File: src/rtl/core/me_pkg.sv
// Package for the modular exponentiation block: widths, request/result types.
package me_pkg;

    localparam int WIDTH  = 31;
    localparam int EXP_W  = 32;
    localparam int CNT_W  = $clog2(WIDTH + 1);

    typedef struct packed {
        logic [WIDTH-1:0]        base;
        logic signed [EXP_W-1:0] exponent;
        logic [WIDTH-1:0]        modulus;
    } t_me_in;

    typedef struct packed {
        logic [WIDTH-1:0] power;
        logic             error;
    } t_me_out;

endpackage

File: src/rtl/core/me_modmul.sv
// Bit-serial modular multiplier: r = a * b mod m, one bit of b per cycle.
module me_modmul (
    input  logic                     i_clk,
    input  logic                     i_rst_n,
    input  logic                     i_start,
    input  logic [me_pkg::WIDTH-1:0] i_a,
    input  logic [me_pkg::WIDTH-1:0] i_b,
    input  logic [me_pkg::WIDTH-1:0] i_m,
    output logic                     o_done,
    output logic [me_pkg::WIDTH-1:0] o_r
);
    import me_pkg::*;

    logic [WIDTH-1:0] r_r, n_r;
    logic [WIDTH-1:0] r_a;
    logic [WIDTH-1:0] r_b;
    logic [WIDTH-1:0] r_m;
    logic [CNT_W-1:0] r_cnt;
    logic             r_busy;
    logic             r_done;

    logic [WIDTH:0] dbl, dbl_red, sum, sum_red;

    // Double the remainder, reduce, add a when the bit of b is set, reduce
    always_comb begin
        dbl     = {r_r, 1'b0};
        dbl_red = (dbl >= {1'b0, r_m}) ? dbl - {1'b0, r_m} : dbl;
        sum     = dbl_red + {1'b0, r_a};
        if (!r_b[WIDTH-1]) begin
            sum_red = dbl_red;
        end else if (sum >= {1'b0, r_m}) begin
            sum_red = sum - {1'b0, r_m};
        end else begin
            sum_red = sum;
        end
        n_r = sum_red[WIDTH-1:0];
    end

    // Control: count WIDTH steps per product
    always_ff @(posedge i_clk) begin
        if (!i_rst_n) begin
            r_busy <= 1'b0;
            r_done <= 1'b0;
            r_cnt  <= '0;
        end else begin
            r_done <= 1'b0;
            if (i_start) begin
                r_busy <= 1'b1;
                r_cnt  <= '0;
            end else if (r_busy) begin
                if (r_cnt == CNT_W'(WIDTH - 1)) begin
                    r_busy <= 1'b0;
                    r_done <= 1'b1;
                end
                r_cnt <= r_cnt + 1'b1;
            end
        end
    end

    // Datapath: latch operands, then shift b out MSB first
    always_ff @(posedge i_clk) begin
        if (i_start) begin
            r_r <= '0;
            r_a <= i_a;
            r_b <= i_b;
            r_m <= i_m;
        end else if (r_busy) begin
            r_r <= n_r;
            r_b <= {r_b[WIDTH-2:0], 1'b0};
        end
    end

    assign o_done = r_done;
    assign o_r    = r_r;

endmodule

File: src/rtl/core/modular_exponentiation.sv
// Modular exponentiation top level: request sequencer around a serial multiplier.
//
// Usage: a request (base, signed exponent, modulus) enters on the input
// valid/ready channel; one result (power, error) leaves on the output
// valid/ready channel for every request.
// Exponent one returns the base unreduced, exponent zero returns one, a
// negative exponent returns zero with error set, and a zero modulus with a
// larger exponent returns zero. These skip the multiplier.
// Otherwise the exponent is scanned from its low bit, right-to-left
// square-and-multiply. Each modular product runs through one shared
// bit-serial multiplier. One product reduces the base, each exponent bit
// above the lowest costs a square, and each set bit costs a multiply.
// One request is worked at a time; the next one is accepted once the
// sequencer is idle, even while the previous result waits in the output
// register. If the receiver stalls, the finished result holds in the
// sequencer until the output register frees.
// Reset (synchronous, active low) drops any request in progress and
// empties the output register.
module modular_exponentiation (
    input  logic           i_clk,
    input  logic           i_rst_n,
    input  logic           i_in_valid,
    output logic           o_in_ready,
    input  me_pkg::t_me_in i_in,
    output logic           o_out_valid,
    input  logic           i_out_ready,
    output me_pkg::t_me_out o_out
);
    import me_pkg::*;

    localparam logic [2:0] S_IDLE = 3'd0;
    localparam logic [2:0] S_RED  = 3'd1;
    localparam logic [2:0] S_ACC  = 3'd2;
    localparam logic [2:0] S_SQR  = 3'd3;
    localparam logic [2:0] S_DONE = 3'd4;

    logic [2:0]       r_state;
    logic             r_go;
    logic [WIDTH-1:0] r_acc;
    logic [WIDTH-1:0] r_sq;
    logic [WIDTH-1:0] r_base;
    logic [WIDTH-1:0] r_mod;
    logic [EXP_W-2:0] r_e;
    logic             r_err;
    logic             r_out_valid;
    t_me_out          r_out;

    logic             accept;
    logic             out_load;
    logic             mm_done;
    logic [WIDTH-1:0] mm_res;
    logic [WIDTH-1:0] mm_a, mm_b;
    logic [EXP_W-2:0] e_shr;

    assign accept   = i_in_valid && o_in_ready;
    assign out_load = (r_state == S_DONE) && (!r_out_valid || i_out_ready);
    assign e_shr    = r_e >> 1;

    // Select multiplier operands by phase
    always_comb begin
        unique case (r_state)
            S_RED: begin
                mm_a = r_acc;
                mm_b = r_base;
            end
            S_ACC: begin
                mm_a = r_acc;
                mm_b = r_sq;
            end
            default: begin
                mm_a = r_sq;
                mm_b = r_sq;
            end
        endcase
    end

    me_modmul u_modmul (
        .i_clk   (i_clk),
        .i_rst_n (i_rst_n),
        .i_start (r_go),
        .i_a     (mm_a),
        .i_b     (mm_b),
        .i_m     (r_mod),
        .o_done  (mm_done),
        .o_r     (mm_res)
    );

    // Sequencer: special cases, reduction, square-and-multiply loop
    always_ff @(posedge i_clk) begin
        if (!i_rst_n) begin
            r_state <= S_IDLE;
            r_go    <= 1'b0;
        end else begin
            r_go <= 1'b0;
            unique case (r_state) inside
                S_IDLE: begin
                    if (accept) begin
                        if (i_in.exponent == EXP_W'(1)) begin
                            r_state <= S_DONE;
                        end else if (i_in.exponent == '0) begin
                            r_state <= S_DONE;
                        end else if (i_in.exponent[EXP_W-1]) begin
                            r_state <= S_DONE;
                        end else if (i_in.modulus == '0) begin
                            r_state <= S_DONE;
                        end else begin
                            r_state <= S_RED;
                            r_go    <= 1'b1;
                        end
                    end
                end
                S_RED, S_SQR: begin
                    if (mm_done) begin
                        r_go <= 1'b1;
                        if (r_e[0]) begin
                            r_state <= S_ACC;
                        end else begin
                            r_state <= S_SQR;
                        end
                    end
                end
                S_ACC: begin
                    if (mm_done) begin
                        if (e_shr == '0) begin
                            r_state <= S_DONE;
                        end else begin
                            r_state <= S_SQR;
                            r_go    <= 1'b1;
                        end
                    end
                end
                S_DONE: begin
                    if (out_load) begin
                        r_state <= S_IDLE;
                    end
                end
                default: begin
                    r_state <= S_IDLE;
                end
            endcase
        end
    end

    // Working registers: hold the request and the running products
    always_ff @(posedge i_clk) begin
        if (accept) begin
            r_base <= i_in.base;
            r_mod  <= i_in.modulus;
            r_e    <= i_in.exponent[EXP_W-2:0];
            r_err  <= 1'b0;
            if (i_in.exponent == EXP_W'(1)) begin
                r_acc <= i_in.base;
            end else if (i_in.exponent == '0) begin
                r_acc <= WIDTH'(1);
            end else if (i_in.exponent[EXP_W-1]) begin
                r_acc <= '0;
                r_err <= 1'b1;
            end else if (i_in.modulus == '0) begin
                r_acc <= '0;
            end else if (i_in.modulus == WIDTH'(1)) begin
                r_acc <= '0;
            end else begin
                r_acc <= WIDTH'(1);
            end
        end else if (mm_done) begin
            case (r_state)
                S_RED: begin
                    r_sq <= mm_res;
                    if (!r_e[0]) begin
                        r_e <= e_shr;
                    end
                end
                S_SQR: begin
                    r_sq <= mm_res;
                    if (!r_e[0]) begin
                        r_e <= e_shr;
                    end
                end
                S_ACC: begin
                    r_acc <= mm_res;
                    r_e   <= e_shr;
                end
                default: begin
                    r_e <= r_e;
                end
            endcase
        end
    end

    // Output register: load the result, drop it when taken
    always_ff @(posedge i_clk) begin
        if (!i_rst_n) begin
            r_out_valid <= 1'b0;
        end else if (out_load) begin
            r_out_valid <= 1'b1;
        end else if (i_out_ready) begin
            r_out_valid <= 1'b0;
        end
    end

    always_ff @(posedge i_clk) begin
        if (out_load) begin
            r_out.power <= r_acc;
            r_out.error <= r_err;
        end
    end

    assign o_in_ready  = (r_state == S_IDLE);
    assign o_out_valid = r_out_valid;
    assign o_out       = r_out;

endmodule

File: config.mk
export PLATFORM = sky130hd
export DESIGN_NAME = modular_exponentiation
export DESIGN_NICKNAME = d
export VERILOG_FILES = /design/src/rtl/core/me_pkg.sv /design/src/rtl/core/me_modmul.sv /design/src/rtl/core/modular_exponentiation.sv
export SDC_FILE = /design/constraint.sdc
export NUM_CORES = 1
export LEC_CHECK = 0
export BUFFER_PORTS_ARGS = -buffer_cell sky130_fd_sc_hd__buf_2
export CAP_MARGIN = 15
export CORE_UTILIZATION = 50
export DETAILED_ROUTE_END_ITERATION = 8
export PLACE_DENSITY_LB_ADDON = 0.12
export SLEW_MARGIN = 20
export SYNTH_ARGS = -nofsm -noshare
export SYNTH_HDL_FRONTEND = slang
export SYNTH_SLANG_ARGS = --single-unit
File: constraint.sdc
create_clock -name i_clk -period 6.3 [get_ports i_clk]
set_clock_uncertainty 0.15 [all_clocks]
set_input_delay 1.26 -clock i_clk [delete_from_list [all_inputs] [get_ports i_clk]]
set_output_delay 1.26 -clock i_clk [all_outputs]
set_load 0.005 [all_outputs]
======== Word-level counts from Yosys, hierarchy flattened ========
Cells that the tools add are included.
Widths: inputs -> output; s select.
cells by class
  magnitude comparators ................... 2
  add/subtract/negate cells ............... 4
  muxes and demuxes ....................... 46
  equal/unequal tests ..................... 12
  reduce and logical (&&, ||, !) cells .... 23
  bitwise gates (word level) .............. 3
operators by type and width
  cell                 count
  $mux 31              13
  $ge 32x31->1         2
  $logic_not 31->1     2
  $pmux 31 s2          1
  $add 32x31->32       1
  $eq 32x2->1 const B  1
  $logic_not 32->1     1
  $mux 32              1
  $sub 32x31->32       1
  $eq 31x1->1 const B  1
  $sub 31x31->31       1
  $mux 3               9
  $mux 1               20
  $pmux 3 s4           1
  $reduce_bool 2->1    4
  $reduce_or 2->1      4
  $eq 3x2->1 const B   2
  $ne 2x1->1 const B   3
  $reduce_and 3->1     2
  $add 5x1->5 const B  1
  $eq 5x5->1 const B   1
  $reduce_and 2->1     2
  $reduce_and 4->1     1
  $eq 3x1->1 const B   1
  other kinds (11)     14
storage, ports and cells
  register bits ........................... 324
  output and inout bits ................... 34
  word-level logic and storage cells ...... 109
  input bits .............................. 98

======== Depth between registers and ports, before layout ========
  depth after elaboration ................. 7
  depth in mapped cells ................... 36
  mapped depth without buffers ............ 31

======== Cells and area by module ========
A second synthesis with hierarchy kept.
unflattened totals
  cells, all modules ...................... 1522
  area total of the unflattened synthesis .. 17952.2 um^2
modules (own cells, without submodules)
  module                  area an instance (um^2)  seq. area each (um^2)  times used  cells each
  me_modmul               10372.4                  3553.4                 1           1103
  modular_exponentiation  7579.8                   5745.5                 1           419

======== Worst setup path after synthesis ========
OpenSTA, ideal clock, no wires.
  path kind ............................... reg2reg
  from .................................... reg u_modmul.r_m[0]
  to ...................................... reg u_modmul.r_r[29] (netlist: u_modmul.o_r[29])
  stages on the path, launching flop included .. 34
  slack ................................... -0.413 ns
  arrival ................................. 6.468 ns
  clock period less this slack ............ 6.713 ns
  buffers on the path ..................... 3
  library setup time ...................... 0.096 ns
  data required time ...................... 6.054 ns
  cell sequence ........................... edfxtp_1 > inv_1 > fa_1 > a21oi_2 > o22ai_1 > o41a_1 > a211o_1 > a21oi_1 > o21a_1 > buf_2 > buf_2 > nor2_1 > ha_1 > inv_1 > fa_1 > nand2b_1 > a21oi_1 > nor4_1 > o21ai_1 > a31oi_1 > o21bai_1 > a211oi_1 > nor2_1 > ha_1 > o21a_1 > o2111ai_1 > nand2_1 > o41ai_2 > o21ai_2 > o31ai_2 > and3_1 > buf_6 > nor4_2 > o41ai_2
between the ends
  cells in the longest elaborated chain, start to end .. 6
  elaborated cells on any way between the ends .. 8
  classes of those cells .................. 3 x add/sub; 2 x order compare; 3 x mux
RTL lines
  what                                            RTL line                          text
  from (decl)                                     me_modmul.sv:17                   logic [WIDTH-1:0] r_m;
  from (signal assigned)                          me_modmul.sv:66                   r_m <= i_m;
  $sub 32x31->32 or $ge 32x31->1 (tied branches)  me_modmul.sv:27                   dbl_red = (dbl >= {1'b0, r_m}) ? dbl - {1'b0, r_m} : dbl;
  $mux 32                                         me_modmul.sv:27
  $add 32x31->32                                  me_modmul.sv:28                   sum = dbl_red + {1'b0, r_a};
  $sub 31x31->31 or $ge 32x31->1 (tied branches)  me_modmul.sv:32, me_modmul.sv:31
  $mux 31                                         me_modmul.sv:31                   end else if (sum >= {1'b0, r_m}) begin
  $mux 31 *                                       me_modmul.sv:29                   if (!r_b[WIDTH-1]) begin
  to (signal assigned)                            me_modmul.sv:68                   r_r <= n_r;
  to (decl)                                       me_modmul.sv:14                   logic [WIDTH-1:0] r_r, n_r;
Mark *: on every way between the ends. The rest lies on a longest branch, timed or not.
A chain may end at the register's enable or synchronous reset.

======== Final worst setup path ========
  from .................................... reg u_modmul.r_m[0]
  to ...................................... reg u_modmul.r_r[11] (netlist: u_modmul.o_r[11])
The elaborated chain is that of the path after synthesis.

==> flow_metrics.py <==
metrics = {
    "run_status": {
        "run_status": "finished, violations left",
        "violations": "setup timing",
    },
    "synthesis": {
        "synthDistinctLibCells": 75,
        "synth_largest_type_area_fraction_pct": 47.9,
        "syn_nets": 1742,
        "synth-edff-count": 281,
        "synthMuxAreaShare_pct": 5.29,
        "yosysSeqAreaShare_pct": 52.8,
        "post_synth_top_area_cell": "edfxtp_1",
        "largest_cells_by_area_after_synthesis": "edfxtp_1, ha_1, dfxtp_1",
        "synthesis.area_per_instance_um2": 11.4,
        "synth_top_flop_cell": "edfxtp_1",
        "synth_cells": 1546,
        "yosys.area_share.simple_pct": 10.3,
        "async_reset_ff_share_pct": 0,
        "synth_xor_area_share_pct": 3.68,
        "postSynthRegisterBits": 324,
        "synth.cell_area_um2": 17600,
        "combinational_family_with_the_most_area_after_synthesis": "compound AO/OA/AOI/OAI gates",
        "yosys_warnings": 0,
        "synth_compound_area_share_pct": 18.0,
        "synth_adder_area_share_pct": 7.09,
    },
    "finish": {
        "layout_commonest_cell": "buf_4",
        "syn2layout_area_growth_pct": 35.9,
        "final_nets": 2270,
        "stdcell_count": 2555,
        "layout-drive-gt1-share_pct": 37.9,
        "leading_cell_types_in_the_layout_fill_and_taps_excluded": "buf_4, edfxtp_1, buf_2",
        "insertedDiodeCount": 0,
    },
    "drt": {
        "met3_wirelength_um": 3580,
        "drt_first_iter_violations": 1134,
        "routed-wl-met2_um": 24800,
        "routed_wirelength_um": 54800,
        "drtPass1Iterations": 5,
        "dr.max_layer_used": "met4",
        "drt-wirelength-per-cell_um": 21.4,
        "vias_per_cell": 5.76,
        "routedLengthMet1_um": 24900,
        "route.detailed.drc": 0,
        "detail-route-antenna-nets": 0,
        "number_of_vias_in_the_routed_layout": 14700,
    },
    "timing": {
        "finalWorstSetupSlack_ns": -0.701,
        "layout_worst_path_cycle_share_pct": 111,
        "max_freq_ghz": 0.143,
        "final.min_clock_period_ns": 7.00,
        "slew_worst_pin_ns": 1.23,
        "finalSetupViolCount": 31,
        "report.final.hold_viol_count": 0,
        "timing_max_transition_violations_final": 0,
        "relSlewSlack_pct": 18.2,
        "rsz0062_at_grt": "yes",
    },
    "critical_path": {
        "timing.critical_path.arrival_ns": 7.24,
        "crit_fanout": 7,
        "critical_path.endpoint_type": "register",
        "worstPathRequired_ns": 6.54,
        "timing.critical_path.max_delay_family": "compound AO/OA/AOI/OAI gates",
        "critical_path.max_stage_delay_ns": 0.38,
        "worstSetupPathType": "reg -> reg",
        "ff2ff_path_depth": 36,
        "regToRegStartpoint": "u_modmul.r_m[0]",
        "timing.critical_path.from_type": "register",
        "first_element_of_the_critical_path": "u_modmul.r_m[0]",
        "r2r-end": "u_modmul.o_r[11]",
        "worstSetupPathDepth": 36,
        "worst_setup_path_endpoint": "u_modmul.o_r[11]",
        "critical_path_buf_inv_count": 8,
        "regToRegSetupSlack_ns": -0.70,
        "slowest_stage": "fa_2",
    },
    "clocking": {
        "clock-root-buffer": "clkbuf_16",
        "clock_slew_at_the_register_clock_pins_of_the_worst_setup_and_hold_paths_ns": 0.06,
        "max-clock-path-buffers": 3,
        "cts_inserted_buffers": 35,
        "tritoncts_clock_tree": "done",
        "numClockSinks": 324,
        "clk-insertion-delay-late_ns": 0.56,
        "h-tree-depth": 2,
    },
    "die": {
        "core_um2": 34600,
        "die_h_um": 190,
        "initial_core_util_pct": 50.9,
        "die_area_um2": 36000,
        "die-width_um": 190,
        "top_level_ports": 132,
        "rows": 68,
    },
    "place": {
        "dp.final_hpwl_um": 38300,
        "post-place-cells": 2447,
        "gp_congestion": 0.937,
        "place.port_buffers": 131,
    },
    "grt": {
        "grt-ovfl-total": 0,
        "first_global_vias": 14500,
        "grt_first_pass_wirelength_um": 82300,
        "grt_antenna_before_repair": 0,
        "grt.total_usage_pct": 30.4,
        "grt_max_degree": 52,
    },
    "flow_run": {
        "cap_violations": 0,
    },
    "hold_path": {
        "holdCritPathClass": "reg -> reg",
    },
}
## metal layers
metal	vias up	GRT usage, %
li1	6991	-
met1	7117	42.6
met2	522	47.9
met3	90	4.56
met4	0	11.2
met5	-	0
## cell usage after synthesis, types with 6 or more instances
| cell type | number |
|---|---|
| o31ai_1 | 9 |
| o221ai_1 | 11 |
| nand3_1 | 16 |
| nand2b_1 | 22 |
| ha_1 | 95 |
| a22oi_1 | 13 |
| o21ai_0 | 68 |
| dfxtp_1 | 43 |
| nor3_1 | 22 |
| a211oi_1 | 23 |
| o22ai_1 | 6 |
| xnor2_1 | 47 |
| a22o_1 | 58 |
| o21bai_1 | 9 |
| xor2_1 | 27 |
| mux2i_1 | 56 |
| o211ai_1 | 8 |
| and2_1 | 8 |
| a21o_1 | 37 |
| nand2_1 | 84 |
| o21a_1 | 22 |
| a31oi_1 | 14 |
| a21oi_1 | 129 |
| nand4_1 | 20 |
| and3_1 | 15 |
| clkbuf_1 | 43 |
| inv_1 | 65 |
| o21ai_1 | 7 |
| nor2b_1 | 9 |
| nor2_1 | 123 |
| mux2_2 | 33 |
| or3_1 | 7 |
| nor4_1 | 22 |
| edfxtp_1 | 281 |
## metrics by stage
step	setup TNS [ns]	setup WS [ns]	hold slack, ns	utilization [%]	instance area, um2
2_1_floorplan	-2.07	-0.154	0.250	-	17700
3_3_place_gp	-23.53	-0.889	0.251	62.1	21500
3_5_place_dp	-26.55	-1.01	0.255	62.1	21500
4_1_cts	-16.18	-0.615	0.267	67.4	23400
5_1_grt	-28.07	-0.977	0.270	69.2	24000
6_report	-19.82	-0.701	0.267	69.2	24000
## worst min path at each step
| stage | start | endpoint | slack, ns | cells after the start |
|---|---|---|---|---|
| after floorplan | r_err | o_out[0] | 0.25 | 0 |
| after global placement | r_mod[8] | u_modmul.r_m[8] | 0.25 | 0 |
| after detailed placement | r_mod[10] | u_modmul.r_m[10] | 0.25 | 0 |
| after CTS | r_mod[10] | u_modmul.r_m[10] | 0.27 | 0 |
| after global routing | r_mod[30] | u_modmul.r_m[30] | 0.27 | 0 |
| final | r_mod[10] | u_modmul.r_m[10] | 0.27 | 0 |
## repair_timing
| item | in CTS | in global routing |
|---|---|---|
| buffers inserted | 25 | 19 |
| resized for setup | 87 | 90 |
| gates cloned | 2 | 1 |
| hold buffers | 0 | 0 |
| endpoints found under the setup margin | 31 | 31 |
| pin swaps | 28 | 60 |
## worst reg2reg max path, delay by kind of cell, from the launching register on
kind | cells | cell delay [ns]
AOI/OAI and AO/OA | 17 | 3.02
buffers and inverters | 8 | 1.09
adders and majority gates | 3 | 0.99
and+or+nand+nor | 5 | 0.55
muxes | 2 | 0.39
DFF | 1 | 0.36
xor gates and xnor gates | 1 | 0.26
## logic make-up (layout without fill, tap and decap cells)
family,Yosys count,in the layout
AO/OA/AOI/OAI,466,467
XOR/XNOR,74,74
adder cells (fa/ha/maj),98,98
buffers and inverters,124,677
flip-flops,324,324
multiplexers,89,89
AND/OR/NAND/NOR,371,371
## sequential cells by signal, summed over array words and instances (netlist names)
name and cells:
o_out 32, o_out_valid 1, r_acc 31, r_base 31, r_e 31, r_err 1
r_go 1, r_mod 31, r_sq 31, r_state 3, u_modmul.o_done 1, u_modmul.o_r 31
u_modmul.r_a 31, u_modmul.r_b 31, u_modmul.r_busy 1, u_modmul.r_cnt 5, u_modmul.r_m 31
## layout make-up
| cell class | count | area (um2) |
|---|---|---|
| clock buffers | 44 | 940 |
| clock inverters | 19 | 244 |
| fillers | 2616 | 10700 |
| inverters | 66 | 249 |
| multi-input cells | 1099 | 8720 |
| flip-flops and latches | 324 | 9300 |
| well taps | 455 | 569 |
| repair buffers | 548 | 3930 |
Power is not shown: default switching activity piles up to over one toggle a cycle in this logic, so the estimate is an artifact.
